$ cat config.mk
export PLATFORM = sky130hd
export DESIGN_NAME = tree_coordinator_protocol_unit
export DESIGN_NICKNAME = d
export VERILOG_FILES = /design/src/design/tcp_pkg.sv /design/src/design/tcp_front.sv /design/src/design/tcp_back.sv /design/src/design/tree_coordinator_protocol_unit.sv
export SDC_FILE = /design/constraint.sdc
export NUM_CORES = 2
export LEC_CHECK = 0
export ABC_CLOCK_PERIOD_IN_PS = 16400
export BUFFER_PORTS_ARGS = -buffer_cell sky130_fd_sc_hd__buf_2
export CAP_MARGIN = 20
export CORE_UTILIZATION = 30
export CTS_CLUSTER_DIAMETER = 200
export DETAILED_ROUTE_END_ITERATION = 10
export PLACE_DENSITY = 0.42
export SLEW_MARGIN = 20
export SYNTH_ARGS = -nofsm -noshare
export SYNTH_HDL_FRONTEND = slang
export SYNTH_HIERARCHICAL = 1
export SYNTH_SLANG_ARGS = --single-unit
$ cat constraint.sdc
create_clock -name aclk -period 16.4 [get_ports aclk]
set_input_delay 3.28 -clock aclk [delete_from_list [all_inputs] [get_ports aclk]]
set_output_delay 3.28 -clock aclk [all_outputs]
set_load 0.05 [all_outputs]
$ cat src/design/tcp_pkg.sv
// Shared package for the tree coordinator protocol unit.
// Holds message codes, internal operation codes and the queued word type.
// No dependencies.
`timescale 1ns / 1ps
`default_nettype none

package tcp_pkg;

    localparam int MAX_CHILDREN_DEF = 16;
    localparam logic [15:0] SLOT_WIN_RST = 16'd256;

    localparam logic [1:0] CMD_MSG  = 2'd0;
    localparam logic [1:0] CMD_KEEP = 2'd1;
    localparam logic [1:0] CMD_SLOT = 2'd2;
    localparam logic [1:0] CMD_JOIN = 2'd3;

    localparam logic [7:0] MSG_JOIN_REQ   = 8'd0;
    localparam logic [7:0] MSG_JOIN_ACC   = 8'd1;
    localparam logic [7:0] MSG_CHILD_ACK  = 8'd2;
    localparam logic [7:0] MSG_LEAVE      = 8'd3;
    localparam logic [7:0] MSG_PING       = 8'd4;
    localparam logic [7:0] MSG_PING_REPLY = 8'd5;
    localparam logic [7:0] MSG_CLK_REQ    = 8'd6;
    localparam logic [7:0] MSG_CLK_ANS    = 8'd7;
    localparam logic [7:0] MSG_CLK_SET    = 8'd8;
    localparam logic [7:0] MSG_SLOT_SET   = 8'd9;
    localparam logic [7:0] MSG_SLOT       = 8'd11;
    localparam logic [7:0] MSG_DATA       = 8'd12;

    localparam logic [7:0] ROOT_RANK = 8'd0;
    localparam logic [7:0] SKIP_RANK = 8'd1;

    // miss count, 2-bit two's complement
    localparam logic [1:0] MISS_NEW   = 2'b11;
    localparam logic [1:0] MISS_CLEAR = 2'b00;
    localparam logic [1:0] MISS_DROP  = 2'b01;

    localparam logic [3:0] OP_NONE   = 4'd0;
    localparam logic [3:0] OP_JACC   = 4'd1;
    localparam logic [3:0] OP_JREQ   = 4'd2;
    localparam logic [3:0] OP_ADD    = 4'd3;
    localparam logic [3:0] OP_LEAVE  = 4'd4;
    localparam logic [3:0] OP_PING   = 4'd5;
    localparam logic [3:0] OP_PREPLY = 4'd6;
    localparam logic [3:0] OP_CREQ   = 4'd7;
    localparam logic [3:0] OP_CSET   = 4'd8;
    localparam logic [3:0] OP_SSET   = 4'd9;
    localparam logic [3:0] OP_DATA   = 4'd10;
    localparam logic [3:0] OP_KEEP   = 4'd11;
    localparam logic [3:0] OP_STICK  = 4'd12;
    localparam logic [3:0] OP_JTICK  = 4'd13;

    typedef struct packed {
        logic [3:0]  op;
        logic [63:0] src;
        logic [31:0] now;
        logic [31:0] mclock;
        logic [31:0] slot_start;
        logic [31:0] slot_end;
        logic [7:0]  byte0;
        logic [7:0]  byte1;
    } item_t;

endpackage

`default_nettype wire

$ cat src/design/tcp_front.sv
// Front part: accepts input words, classifies them into operations and
// queues them (two entries) for the back part. Depends on tcp_pkg.
`timescale 1ns / 1ps
`default_nettype none

module tcp_front (
    input  wire logic          aclk,
    input  wire logic          aresetn,
    input  wire logic          s_valid,
    output logic               s_ready,
    input  wire logic [1:0]    s_command,
    input  wire logic [7:0]    s_msg_type,
    input  wire logic [7:0]    s_msg_rank,
    input  wire logic [63:0]   s_src_addr,
    input  wire logic [31:0]   s_msg_clock,
    input  wire logic [31:0]   s_msg_slot_start,
    input  wire logic [31:0]   s_msg_slot_end,
    input  wire logic [7:0]    s_msg_byte0,
    input  wire logic [7:0]    s_msg_byte1,
    input  wire logic [31:0]   s_now,
    output logic               q_valid,
    input  wire logic          q_ready,
    output tcp_pkg::item_t     q_item
);

    tcp_pkg::item_t fifo_reg [2];
    tcp_pkg::item_t item_in;
    logic           wr_ptr_reg, wr_ptr_next;
    logic           rd_ptr_reg, rd_ptr_next;
    logic [1:0]     cnt_reg, cnt_next;
    logic           push, pop;
    logic [3:0]     op;

    always_comb begin
        op = tcp_pkg::OP_NONE;
        case (s_command)
            tcp_pkg::CMD_MSG: begin
                case (s_msg_type)
                    tcp_pkg::MSG_JOIN_ACC: begin
                        if (s_msg_rank == tcp_pkg::ROOT_RANK) begin
                            op = tcp_pkg::OP_JACC;
                        end
                    end
                    tcp_pkg::MSG_JOIN_REQ: begin
                        if (s_msg_rank != tcp_pkg::SKIP_RANK) begin
                            op = tcp_pkg::OP_JREQ;
                        end
                    end
                    tcp_pkg::MSG_CHILD_ACK:  op = tcp_pkg::OP_ADD;
                    tcp_pkg::MSG_LEAVE:      op = tcp_pkg::OP_LEAVE;
                    tcp_pkg::MSG_PING:       op = tcp_pkg::OP_PING;
                    tcp_pkg::MSG_PING_REPLY: op = tcp_pkg::OP_PREPLY;
                    tcp_pkg::MSG_CLK_REQ:    op = tcp_pkg::OP_CREQ;
                    tcp_pkg::MSG_CLK_SET:    op = tcp_pkg::OP_CSET;
                    tcp_pkg::MSG_SLOT_SET:   op = tcp_pkg::OP_SSET;
                    tcp_pkg::MSG_DATA:       op = tcp_pkg::OP_DATA;
                    default:                 op = tcp_pkg::OP_NONE;
                endcase
            end
            tcp_pkg::CMD_KEEP: op = tcp_pkg::OP_KEEP;
            tcp_pkg::CMD_SLOT: op = tcp_pkg::OP_STICK;
            tcp_pkg::CMD_JOIN: op = tcp_pkg::OP_JTICK;
            default:           op = tcp_pkg::OP_NONE;
        endcase
    end

    always_comb begin
        item_in.op         = op;
        item_in.src        = s_src_addr;
        item_in.now        = s_now;
        item_in.mclock     = s_msg_clock;
        item_in.slot_start = s_msg_slot_start;
        item_in.slot_end   = s_msg_slot_end;
        item_in.byte0      = s_msg_byte0;
        item_in.byte1      = s_msg_byte1;
    end

    assign s_ready = (cnt_reg != 2'd2);
    assign q_valid = (cnt_reg != 2'd0);
    assign q_item  = fifo_reg[rd_ptr_reg];
    assign push    = s_valid & s_ready;
    assign pop     = q_valid & q_ready;

    always_comb begin
        wr_ptr_next = push ? ~wr_ptr_reg : wr_ptr_reg;
        rd_ptr_next = pop ? ~rd_ptr_reg : rd_ptr_reg;
        cnt_next    = cnt_reg + {1'b0, push} - {1'b0, pop};
    end

    always_ff @(posedge aclk) begin
        if (!aresetn) begin
            wr_ptr_reg <= 1'b0;
            rd_ptr_reg <= 1'b0;
            cnt_reg    <= 2'd0;
        end else begin
            wr_ptr_reg <= wr_ptr_next;
            rd_ptr_reg <= rd_ptr_next;
            cnt_reg    <= cnt_next;
        end
    end

    always_ff @(posedge aclk) begin
        if (push) begin
            fifo_reg[wr_ptr_reg] <= item_in;
        end
    end

endmodule

`default_nettype wire

$ cat src/design/tcp_back.sv
// Back part: executes queued operations, owns node state, the child table
// memory and the result register. Depends on tcp_pkg.
`timescale 1ns / 1ps
`default_nettype none

module tcp_back #(
    parameter int MAX_CHILDREN = tcp_pkg::MAX_CHILDREN_DEF
) (
    input  wire logic          aclk,
    input  wire logic          aresetn,
    input  wire logic          cfg_we,
    input  wire logic [15:0]   cfg_wdata,
    input  wire logic          q_valid,
    output logic               q_ready,
    input  wire tcp_pkg::item_t q_item,
    output logic               m_valid,
    input  wire logic          m_ready,
    output logic               m_broadcast,
    output logic [63:0]        m_dest_addr,
    output logic [7:0]         m_out_type,
    output logic [31:0]        m_out_clock,
    output logic [31:0]        m_out_slot_start,
    output logic [31:0]        m_out_slot_end,
    output logic [7:0]         m_out_byte0,
    output logic [7:0]         m_out_byte1,
    output logic               m_last
);

    localparam int IDX_W = (MAX_CHILDREN > 1) ? $clog2(MAX_CHILDREN) : 1;
    localparam int CNT_W = $clog2(MAX_CHILDREN + 1);
    localparam logic [CNT_W-1:0] MAX_CNT = CNT_W'(MAX_CHILDREN);

    localparam logic [2:0] ST_IDLE  = 3'd0;
    localparam logic [2:0] ST_EXEC  = 3'd1;
    localparam logic [2:0] ST_WRD   = 3'd2;
    localparam logic [2:0] ST_WPROC = 3'd3;
    localparam logic [2:0] ST_DONE  = 3'd4;

    logic [2:0]       state_reg, state_next;
    tcp_pkg::item_t   cur_reg, cur_next;
    logic             joined_reg, joined_next;
    logic [63:0]      parent_reg, parent_next;
    logic [CNT_W-1:0] count_reg, count_next;
    logic [31:0]      offset_reg, offset_next;
    logic [31:0]      sclk_reg, sclk_next;
    logic [31:0]      sstart_reg, sstart_next;
    logic [31:0]      send_reg, send_next;
    logic [7:0]       b0_reg, b0_next;
    logic [7:0]       b1_reg, b1_next;
    logic [15:0]      window_reg;
    logic [CNT_W-1:0] rd_reg, rd_next;
    logic [CNT_W-1:0] wr_reg, wr_next;
    logic             found_reg, found_next;
    logic             pend_valid_reg, pend_valid_next;
    logic             pend_bcast_reg, pend_bcast_next;
    logic [63:0]      pend_dest_reg, pend_dest_next;
    logic [7:0]       pend_type_reg, pend_type_next;
    logic             m_valid_reg, m_valid_next;

    logic [63:0]      addr_mem [MAX_CHILDREN];
    logic [1:0]       miss_mem [MAX_CHILDREN];
    logic [63:0]      rd_addr_q;
    logic [1:0]       rd_miss_q;
    logic             mem_we;
    logic [IDX_W-1:0] mem_wa;
    logic [63:0]      mem_wd_addr;
    logic [1:0]       mem_wd_miss;

    logic             load_out, load_last;
    logic             out_free;
    logic [31:0]      t_now;
    logic             hit;

    assign out_free = ~m_valid_reg | m_ready;
    assign t_now    = cur_reg.now + offset_reg;
    assign hit      = (rd_addr_q == cur_reg.src);
    assign m_valid  = m_valid_reg;

    always_comb begin
        logic        keep, emit, advance;
        logic [1:0]  nmiss;
        logic [7:0]  etype;

        state_next      = state_reg;
        cur_next        = cur_reg;
        joined_next     = joined_reg;
        parent_next     = parent_reg;
        count_next      = count_reg;
        offset_next     = offset_reg;
        sclk_next       = sclk_reg;
        sstart_next     = sstart_reg;
        send_next       = send_reg;
        b0_next         = b0_reg;
        b1_next         = b1_reg;
        rd_next         = rd_reg;
        wr_next         = wr_reg;
        found_next      = found_reg;
        pend_valid_next = pend_valid_reg;
        pend_bcast_next = pend_bcast_reg;
        pend_dest_next  = pend_dest_reg;
        pend_type_next  = pend_type_reg;
        q_ready         = 1'b0;
        mem_we          = 1'b0;
        mem_wa          = wr_reg[IDX_W-1:0];
        mem_wd_addr     = rd_addr_q;
        mem_wd_miss     = rd_miss_q;
        load_out        = 1'b0;
        load_last       = 1'b0;
        keep            = 1'b1;
        emit            = 1'b0;
        advance         = 1'b1;
        nmiss           = rd_miss_q;
        etype           = tcp_pkg::MSG_SLOT;

        case (state_reg)
            ST_IDLE: begin
                q_ready = 1'b1;
                if (q_valid) begin
                    cur_next   = q_item;
                    state_next = ST_EXEC;
                end
            end
            ST_EXEC: begin
                state_next = ST_DONE;
                rd_next    = '0;
                wr_next    = '0;
                found_next = 1'b0;
                pend_bcast_next = 1'b0;
                pend_dest_next  = cur_reg.src;
                case (cur_reg.op)
                    tcp_pkg::OP_JACC: begin
                        if (!joined_reg) begin
                            joined_next     = 1'b1;
                            parent_next     = cur_reg.src;
                            pend_valid_next = 1'b1;
                            pend_type_next  = tcp_pkg::MSG_CHILD_ACK;
                        end
                    end
                    tcp_pkg::OP_JREQ: begin
                        if (joined_reg) begin
                            pend_valid_next = 1'b1;
                            pend_type_next  = tcp_pkg::MSG_JOIN_ACC;
                        end
                    end
                    tcp_pkg::OP_ADD: begin
                        if (joined_reg && count_reg < MAX_CNT) begin
                            mem_we      = 1'b1;
                            mem_wa      = count_reg[IDX_W-1:0];
                            mem_wd_addr = cur_reg.src;
                            mem_wd_miss = tcp_pkg::MISS_NEW;
                            count_next  = count_reg + 1'b1;
                        end
                    end
                    tcp_pkg::OP_LEAVE, tcp_pkg::OP_PREPLY: begin
                        if (joined_reg) begin
                            state_next = ST_WRD;
                        end
                    end
                    tcp_pkg::OP_PING: begin
                        if (joined_reg) begin
                            pend_valid_next = 1'b1;
                            pend_type_next  = tcp_pkg::MSG_PING_REPLY;
                        end
                    end
                    tcp_pkg::OP_CREQ: begin
                        if (joined_reg) begin
                            sclk_next       = t_now;
                            pend_valid_next = 1'b1;
                            pend_type_next  = tcp_pkg::MSG_CLK_ANS;
                        end
                    end
                    tcp_pkg::OP_CSET: begin
                        if (joined_reg) begin
                            offset_next = cur_reg.mclock - cur_reg.now;
                        end
                    end
                    tcp_pkg::OP_SSET: begin
                        if (joined_reg) begin
                            sstart_next = cur_reg.slot_start;
                            send_next   = cur_reg.slot_end;
                        end
                    end
                    tcp_pkg::OP_DATA: begin
                        if (joined_reg) begin
                            b0_next         = cur_reg.byte0;
                            b1_next         = cur_reg.byte1;
                            pend_valid_next = 1'b1;
                            pend_dest_next  = parent_reg;
                            pend_type_next  = tcp_pkg::MSG_DATA;
                        end
                    end
                    tcp_pkg::OP_KEEP: begin
                        state_next = ST_WRD;
                    end
                    tcp_pkg::OP_STICK: begin
                        if (send_reg != 32'd0) begin
                            if (t_now > sstart_reg && t_now < send_reg) begin
                                state_next = ST_WRD;
                            end else if (t_now > send_reg) begin
                                sstart_next = sstart_reg + {16'd0, window_reg};
                                send_next   = send_reg + {16'd0, window_reg};
                            end
                        end
                    end
                    tcp_pkg::OP_JTICK: begin
                        if (!joined_reg) begin
                            pend_valid_next = 1'b1;
                            pend_bcast_next = 1'b1;
                            pend_dest_next  = 64'd0;
                            pend_type_next  = tcp_pkg::MSG_JOIN_REQ;
                        end
                    end
                    default: begin
                    end
                endcase
            end
            ST_WRD: begin
                if (rd_reg == count_reg) begin
                    count_next = wr_reg;
                    state_next = ST_DONE;
                end else begin
                    state_next = ST_WPROC;
                end
            end
            ST_WPROC: begin
                case (cur_reg.op)
                    tcp_pkg::OP_KEEP: begin
                        if (rd_miss_q == tcp_pkg::MISS_DROP) begin
                            keep = 1'b0;
                        end else begin
                            emit  = 1'b1;
                            etype = tcp_pkg::MSG_PING;
                            nmiss = rd_miss_q + 2'd1;
                        end
                    end
                    tcp_pkg::OP_LEAVE: begin
                        if (!found_reg && hit) begin
                            found_next = 1'b1;
                            keep       = 1'b0;
                        end
                    end
                    tcp_pkg::OP_PREPLY: begin
                        if (!found_reg && hit) begin
                            found_next = 1'b1;
                            nmiss      = tcp_pkg::MISS_CLEAR;
                        end
                    end
                    tcp_pkg::OP_STICK: begin
                        emit  = 1'b1;
                        etype = tcp_pkg::MSG_SLOT;
                    end
                    default: begin
                    end
                endcase
                if (emit && pend_valid_reg && !out_free) begin
                    advance    = 1'b0;
                    found_next = found_reg;
                end
                if (advance) begin
                    if (emit) begin
                        if (pend_valid_reg) begin
                            load_out = 1'b1;
                        end
                        pend_valid_next = 1'b1;
                        pend_bcast_next = 1'b0;
                        pend_dest_next  = rd_addr_q;
                        pend_type_next  = etype;
                    end
                    if (keep) begin
                        mem_we      = 1'b1;
                        mem_wd_miss = nmiss;
                        wr_next     = wr_reg + 1'b1;
                    end
                    rd_next    = rd_reg + 1'b1;
                    state_next = ST_WRD;
                end
            end
            ST_DONE: begin
                if (!pend_valid_reg) begin
                    state_next = ST_IDLE;
                end else if (out_free) begin
                    load_out        = 1'b1;
                    load_last       = 1'b1;
                    pend_valid_next = 1'b0;
                    state_next      = ST_IDLE;
                end
            end
            default: begin
                state_next = ST_IDLE;
            end
        endcase

        m_valid_next = load_out | (m_valid_reg & ~m_ready);
    end

    always_ff @(posedge aclk) begin
        if (!aresetn) begin
            state_reg      <= ST_IDLE;
            joined_reg     <= 1'b0;
            parent_reg     <= 64'd0;
            count_reg      <= '0;
            offset_reg     <= 32'd0;
            sclk_reg       <= 32'd0;
            sstart_reg     <= 32'd0;
            send_reg       <= 32'd0;
            b0_reg         <= 8'd0;
            b1_reg         <= 8'd0;
            window_reg     <= tcp_pkg::SLOT_WIN_RST;
            pend_valid_reg <= 1'b0;
            m_valid_reg    <= 1'b0;
        end else begin
            state_reg      <= state_next;
            joined_reg     <= joined_next;
            parent_reg     <= parent_next;
            count_reg      <= count_next;
            offset_reg     <= offset_next;
            sclk_reg       <= sclk_next;
            sstart_reg     <= sstart_next;
            send_reg       <= send_next;
            b0_reg         <= b0_next;
            b1_reg         <= b1_next;
            if (cfg_we) begin
                window_reg <= cfg_wdata;
            end
            pend_valid_reg <= pend_valid_next;
            m_valid_reg    <= m_valid_next;
        end
    end

    always_ff @(posedge aclk) begin
        cur_reg        <= cur_next;
        rd_reg         <= rd_next;
        wr_reg         <= wr_next;
        found_reg      <= found_next;
        pend_bcast_reg <= pend_bcast_next;
        pend_dest_reg  <= pend_dest_next;
        pend_type_reg  <= pend_type_next;
        if (load_out) begin
            m_broadcast      <= pend_bcast_reg;
            m_dest_addr      <= pend_dest_reg;
            m_out_type       <= pend_type_reg;
            m_out_clock      <= sclk_reg;
            m_out_slot_start <= sstart_reg;
            m_out_slot_end   <= send_reg;
            m_out_byte0      <= b0_reg;
            m_out_byte1      <= b1_reg;
            m_last           <= load_last;
        end
    end

    // child table: one write port, one registered read port
    always_ff @(posedge aclk) begin
        if (mem_we) begin
            addr_mem[mem_wa] <= mem_wd_addr;
            miss_mem[mem_wa] <= mem_wd_miss;
        end
        rd_addr_q <= addr_mem[rd_reg[IDX_W-1:0]];
        rd_miss_q <= miss_mem[rd_reg[IDX_W-1:0]];
    end

endmodule

`default_nettype wire

$ cat src/design/tree_coordinator_protocol_unit.sv
// Top level of the tree coordinator protocol unit.
// Instantiates tcp_front (accept, classify, queue) and tcp_back (execute).
//
//   channel   direction   handshake         payload
//   s_*       in          s_valid/s_ready   command, message fields, now
//   m_*       out         m_valid/m_ready   one send word per handshake, m_last
//   cfg_*     in          cfg_we            cfg_wdata = slot window
//
// An item without a table walk passes through the back part as accept,
// execute and, if a word is pending, send; a walk (keepalive, leave, ping
// reply, slot send) reads each child in ST_WRD, then ST_WPROC, paced by the
// registered read of the child table. A low m_ready stalls the walk and the
// last send. Reset is synchronous, active low; there is no clearing pass.
// A two-word queue lets the front accept while the back stalls on m_ready.
`timescale 1ns / 1ps
`default_nettype none

module tree_coordinator_protocol_unit #(
    parameter int MAX_CHILDREN = tcp_pkg::MAX_CHILDREN_DEF
) (
    input  wire logic          aclk,
    input  wire logic          aresetn,
    input  wire logic          cfg_we,
    input  wire logic [15:0]   cfg_wdata,
    input  wire logic          s_valid,
    output logic               s_ready,
    input  wire logic [1:0]    s_command,
    input  wire logic [7:0]    s_msg_type,
    input  wire logic [7:0]    s_msg_rank,
    input  wire logic [63:0]   s_src_addr,
    input  wire logic [31:0]   s_msg_clock,
    input  wire logic [31:0]   s_msg_slot_start,
    input  wire logic [31:0]   s_msg_slot_end,
    input  wire logic [7:0]    s_msg_byte0,
    input  wire logic [7:0]    s_msg_byte1,
    input  wire logic [31:0]   s_now,
    output logic               m_valid,
    input  wire logic          m_ready,
    output logic               m_broadcast,
    output logic [63:0]        m_dest_addr,
    output logic [7:0]         m_out_type,
    output logic [31:0]        m_out_clock,
    output logic [31:0]        m_out_slot_start,
    output logic [31:0]        m_out_slot_end,
    output logic [7:0]         m_out_byte0,
    output logic [7:0]         m_out_byte1,
    output logic               m_last
);

    logic           q_valid;
    logic           q_ready;
    tcp_pkg::item_t q_item;

    tcp_front u_front (
        .aclk             (aclk),
        .aresetn          (aresetn),
        .s_valid          (s_valid),
        .s_ready          (s_ready),
        .s_command        (s_command),
        .s_msg_type       (s_msg_type),
        .s_msg_rank       (s_msg_rank),
        .s_src_addr       (s_src_addr),
        .s_msg_clock      (s_msg_clock),
        .s_msg_slot_start (s_msg_slot_start),
        .s_msg_slot_end   (s_msg_slot_end),
        .s_msg_byte0      (s_msg_byte0),
        .s_msg_byte1      (s_msg_byte1),
        .s_now            (s_now),
        .q_valid          (q_valid),
        .q_ready          (q_ready),
        .q_item           (q_item)
    );

    tcp_back #(
        .MAX_CHILDREN (MAX_CHILDREN)
    ) u_back (
        .aclk             (aclk),
        .aresetn          (aresetn),
        .cfg_we           (cfg_we),
        .cfg_wdata        (cfg_wdata),
        .q_valid          (q_valid),
        .q_ready          (q_ready),
        .q_item           (q_item),
        .m_valid          (m_valid),
        .m_ready          (m_ready),
        .m_broadcast      (m_broadcast),
        .m_dest_addr      (m_dest_addr),
        .m_out_type       (m_out_type),
        .m_out_clock      (m_out_clock),
        .m_out_slot_start (m_out_slot_start),
        .m_out_slot_end   (m_out_slot_end),
        .m_out_byte0      (m_out_byte0),
        .m_out_byte1      (m_out_byte1),
        .m_last           (m_last)
    );

endmodule

`default_nettype wire
# Word-level counts from Yosys, hierarchy flattened

Memory sizes are Yosys's and may differ from the RTL's. A register that Yosys moved wholly into a read port is not among the register bits.
Index checks and enable logic that the tools add are counted.

Register bits after elaboration: 509
Bits of input ports: 247
Logic and storage cells: 256
Memory bits (writable): 1480
Output and inout port bits: 188
Memories: 3

Reduce and logical (&&, ||, !) cells: 34
Magnitude comparators: 4
$add $sub $neg: 10
Equal/unequal tests: 59
Mux-type cells: 106
Bitwise operators: 9

Memories:

| name             | words | width | read ports | clocked after Yosys merged registers in | wr ports | RTL line        | source |
|---|---|---|---|---|---|---|---|
| u_back.addr_mem  | 16    | 64    | 1          | 1                                       | 1        | tcp_back.sv:60  | `logic [63:0] addr_mem [MAX_CHILDREN];` |
| u_front.fifo_reg | 2     | 212   | 1          | 1                                       | 1        | tcp_front.sv:26 | `tcp_pkg::item_t fifo_reg [2];` |
| u_back.miss_mem  | 16    | 2     | 1          | 1                                       | 1        | tcp_back.sv:61  | `logic [1:0] miss_mem [MAX_CHILDREN];` |

Operator list:

| kind                                                 | count |
|---|---|
| two-way mux 64 bit                                   | 7 |
| two-way mux 32 bit                                   | 8 |
| case mux 64 bit (2 select lines)                     | 2 |
| case mux 32 bit (2 select lines)                     | 2 |
| two-way mux 8 bit                                    | 9 |
| adder 32 x 16 -> 32 bit                              | 2 |
| equality test 64 bit                                 | 1 |
| > comparator 32 bit                                  | 2 |
| case mux 8 bit (6 select lines)                      | 1 |
| case mux 4 bit (10 select lines)                     | 1 |
| two-way mux 1 bit                                    | 34 |
| adder 32 bit                                         | 1 |
| less-than comparator 32 bit                          | 1 |
| nonzero test 32 bit                                  | 1 |
| subtractor 32 bit                                    | 1 |
| two-way mux 5 bit                                    | 6 |
| case mux 5 bit (2 select lines)                      | 3 |
| equality test 4 bit (second input constant)          | 6 |
| equality test 8 x 3 -> 1 bit (second input constant) | 3 |
| equality test 8 x 4 -> 1 bit (second input constant) | 3 |
| two-way mux 3 bit                                    | 8 |
| != test 2 x 1 -> 1 bit (second input constant)       | 9 |
| AND reduction 3 bit                                  | 6 |
| equality test 4 x 3 -> 1 bit (second input constant) | 4 |
| 45 further kinds                                     | 101 |

# Longest topological paths before layout

Depth in word-level cells: 12
Gate-level depth with buffers: 24
Mapped depth without buffers: 22

# Cells and area by module

The synthesis kept the hierarchy.

By module, submodules not included:

| module    | times used | cells each | area each (um^2) | sequential area each (um^2) |
|---|---|---|---|---|
| tcp_back  | 1          | 4642       | 74128.6          | 51969.8 |
| tcp_front | 1          | 711        | 15620.0          | 12832.3 |

# Worst setup path before layout

Ideal clock, no wire load.

Path kind: input to register
From: input m_ready
To: register u_back.m_broadcast, enable pin
Library setup time: 0.788 ns
Path buffers: 0
Data required time: 15.612 ns
Setup slack: 3.315 ns
Arrival time: 12.298 ns
Stages on the path: 3
Cells stage by stage: nor2b_1 > nand2b_1 > a21oi_1

Word-level cells in the longest chain between the ends: 7
Elaborated cells on any way between the ends: 9
Those cells by class: mux (6); bitwise (1); reduce/logical (2)

Ends and longest elaborated chain:

| element                           | RTL line                             | source |
|---|---|---|
| start, declared                   | tree_coordinator_protocol_unit.sv:38 | `input wire logic m_ready,` |
| OR 1 bit *                        | tcp_back.sv:74                       | `assign out_free = ~m_valid_reg \| m_ready;` |
| logical NOT 1 bit                 | tcp_back.sv:255                      | `if (emit && pend_valid_reg && !out_free) begin` |
| logical AND 1 bit                 | tcp_back.sv:255                      |  |
| two-way mux 1 bit                 | tcp_back.sv:255                      |  |
| two-way mux 1 bit                 | tcp_back.sv:115                      | `case (state_reg)` |
| two-way mux 1 bit                 | tcp_back.sv:259                      | `if (advance) begin` |
| case mux 1 bit (2 select lines) * | tcp_back.sv:115                      |  |
| net u_back.load_out               | tcp_back.sv:69                       | `logic load_out, load_last;` |
| end signal, assigned              | tcp_back.sv:339                      | `m_broadcast <= pend_bcast_reg;` |
| end, declared                     | tcp_back.sv:18                       | `output logic m_broadcast,` |

Mark *: on every way through the listed nets, which the timed path passes. The rest lies on a longest branch. The select of a mux whose other input is x is not followed.
A chain may end at the register's enable or synchronous reset.

# Final worst setup path

From: input m_ready
To: memory u_back.addr_mem[7][27], enable pin

Word-level cells in the longest chain between the ends: 9

Ends and longest elaborated chain:

| element                                 | RTL line        | source |
|---|---|---|
| OR 1 bit                                | tcp_back.sv:74  |  |
| logical NOT 1 bit                       | tcp_back.sv:255 |  |
| logical AND 1 bit                       | tcp_back.sv:255 |  |
| two-way mux 1 bit                       | tcp_back.sv:255 |  |
| two-way mux 1 bit                       | tcp_back.sv:115 |  |
| two-way mux 1 bit                       | tcp_back.sv:259 |  |
| case mux 1 bit (2 select lines)         | tcp_back.sv:115 |  |
| two-way mux 1 bit                       | tcp_back.sv:353 | `if (mem_we) begin` |
| two-way mux 1 bit (not written as such) | tcp_back.sv:354 | `addr_mem[mem_wa] <= mem_wd_addr;` |
| end, declared                           | tcp_back.sv:60  |  |

No other way between the ends. The select of a mux whose other input is x is not followed.

==> impl_metrics.ini <==
[global_route]
grt_max_degree = 115
grt_antenna_before_repair = 43
grt-ovfl-total = 0
grt_pass1_vias = 50180
grt_use_total = 0.1758
grt_pass1_wl_mm = 380.2

[critical_path]
slowest_stage = nor2_4
path_cells = buf_2, nor2b_1, and2_1, o21ai_0, o21ai_0, nor2_1, o211a_4, o21a_4, a32oi_2, nor2_4, buf_4, buf_4
crit_arrival_ps = 6790
critical_path.endpoint_type = flop
cp_data_required_time_ps = 16900
critPathMaxFanout = 26
startpoint_type = primary input
cpPeakStageDelay_ps = 690
path_class = in -> reg

[detailed_routing]
avgViaCountPerCell = 4.936
ant_nets = 0
drt_wl_total_mm = 269.2
drt-initial-drc-count = 4031
vias = 49660
drc_errors = 0
wl_per_cell_um = 26.76
firstDrtPassIters = 7

[sta]
fin_crit_ps = 6287
fmax_ghz = 0.1590
report.final.setup_viol = 0
tns_ps = 0
slew_headroom = 0.2081
fin_worst_skew_ps = 54.86
rsz0062_at_grt = no
drv_slew = 0
hold_ws_ps = 412.2
timing.final.crit_share = 0.3834
worst_pin_slew_ps = 1188
finalHoldViolCount = 0

[clocking]
cts_resized = 0
post_cts_buffers = 0
cts_buffer_depth = 4
numCtsBuffers = 263
cts_tree = done
hold_buffers = 0
root_buffer = clkbuf_16
htreeDepth = 5
clkTransAtPathRegs_ps = 60
clk-insertion-delay-late_ps = 880
cts.sinks = 2260

[logic_synthesis]
synthTopCellsByArea = edfxtp_1, mux4_2, dfxtp_1
syn_area_um2 = 89750
yosysSeqAreaShare = 0.7220
ys.warnings.count = 6
synth_cells = 5353
yosysTopAreaCellShare = 0.6538
async_reset_ff_frac = 0
synth_seq_cells = 2260
synthFlopType = edfxtp_1
yosysTopAreaCell = edfxtp_1
ys_types = 96
synth_edf_count = 1954
syn_area_per_cell_um2 = 16.77

[floorplan]
dieArea_um2 = 301400
die_h_um = 549.0
ioPinCount = 435
core_area_um2 = 297300
die_w_um = 549.0
start_util = 0.3019
core.rowCount = 200

[power]
powerDensity_nw_per_um2 = 162.6
irDropWorstVdd_v = 0.0001038
leakage_uw = 0.03546

[finish]
drive_gt1_frac = 0.2487
layout.cells.most_common_list = edfxtp_1, nand2_1, buf_2
areaGrowthSynthToFinish_pct = 17.31
num-nets-final = 6323
layout_commonest_cell = edfxtp_1
largest_reg_flops = 1024

[job]
maxCapViolCount = 0

[placed_design]
gp_congestion = 0.8114
dpl.hpwl_mm = 173.4
place.port_buffers = 430

[hold_path]
min_path_type = reg -> reg

[status]
status = finished clean
==> worst max-delay path: cells and delay by family <==
kind / cells / cell delay, ps
and+or+nand+nor: 4 / 1330
buffers and inverters: 3 / 1230
AOI/OAI and AO/OA: 5 / 850
==> cell usage after synthesis (all sizes together) (7+ instances only) <==
library cell  number
nor2b             41
mux4             330
o22ai             10
ha               163
a41oi              9
a211oi            58
buf               54
inv              210
nand2b            32
o21bai             8
o32ai              7
o211a              7
o211ai            19
o31ai             12
mux2             213
o221a             11
dfxtp            306
a221oi            11
a31oi             31
o21ai            112
xnor2             70
mux2i             17
a222oi            65
or3               11
or2                7
nor4              28
and3              24
nand3b             8
and2              15
edfxtp          1954
nor3              41
a311oi            12
nand4             40
nor2             167
a2111oi           11
o21a              20
a21oi            254
nand2            500
a21o              64
clkbuf           196
a21boi             7
nand3             55
xor2              57
==> cell families after synthesis <==
kind of cell             count (synthesis)  synth area share
adder cells (fa/ha/maj)                167           0.02362
buffers and inverters                  460           0.01999
AND/OR/NAND/NOR                        992           0.05024
multiplexers                           560            0.1114
other                                    1        0.00004178
flip-flops                            2260            0.7220
AO/OA/AOI/OAI                          786           0.06024
XOR/XNOR                               127           0.01239
==> layout make-up <==
type | instances | area, um^2
diodes | 5 | 12.51
fillers | 28270 | 192000
clock inverters | 115 | 1062
multi-input cells | 2636 | 23390
flip-flops and latches | 2260 | 64810
repair buffers | 538 | 3040
well taps | 3939 | 4928
inverters | 210 | 797.0
clock buffers | 357 | 7253
==> stage by stage <==
step / setup slack (ps) / utilization / power, uW / std cells / cell area (um^2)
2_1_floorplan: 3315 / - / 10150 / 5356 / 89760
3_3_place_gp: 9054 / 0.3261 / 11680 / 9583 / 96950
3_5_place_dp: 9147 / 0.3261 / 11690 / 9583 / 96950
4_1_cts: 10090 / 0.3541 / 17470 / 10060 / 105300
5_1_grt: 9834 / 0.3541 / 17900 / 10060 / 105300
6_report: 10110 / 0.3542 / 17120 / 10060 / 105300
==> report_power, final <==
group          internal [uW]  leakage [uW]  total, uW  switching (uW)
Clock                   3320       0.00404       5680            2360
Sequential              7450        0.0204       7950             494
Combinational           1200        0.0111       3490            2290
==> path summary, 6_finish.rpt <==
check	start	to	slack, ps	cells past startpoint
min reg2reg	u_back/pend_dest_reg[43]$_DFFE_PP_	u_back/m_dest_addr[43]$_DFFE_PP_	410	0
min	u_back/pend_dest_reg[43]$_DFFE_PP_	u_back/m_dest_addr[43]$_DFFE_PP_	410	0
max	m_ready	u_back/addr_mem[7][27]$_DFFE_PP_	10110	12
max reg2reg	u_back/cur_reg[112]$_DFFE_PP_	u_back/sstart_reg[11]$_SDFFE_PN0P_	10360	22
==> layer usage <==
metal / share of wire / vias up / GRT usage
met5: 0.000067 / - / 0
met4: 0.028 / 4 / 0.05027
li1: - / 22080 / -
met2: 0.49 / 1364 / 0.2989
met1: 0.44 / 25850 / 0.2363
met3: 0.044 / 352 / 0.02017
(Power assumes the default switching activity.)
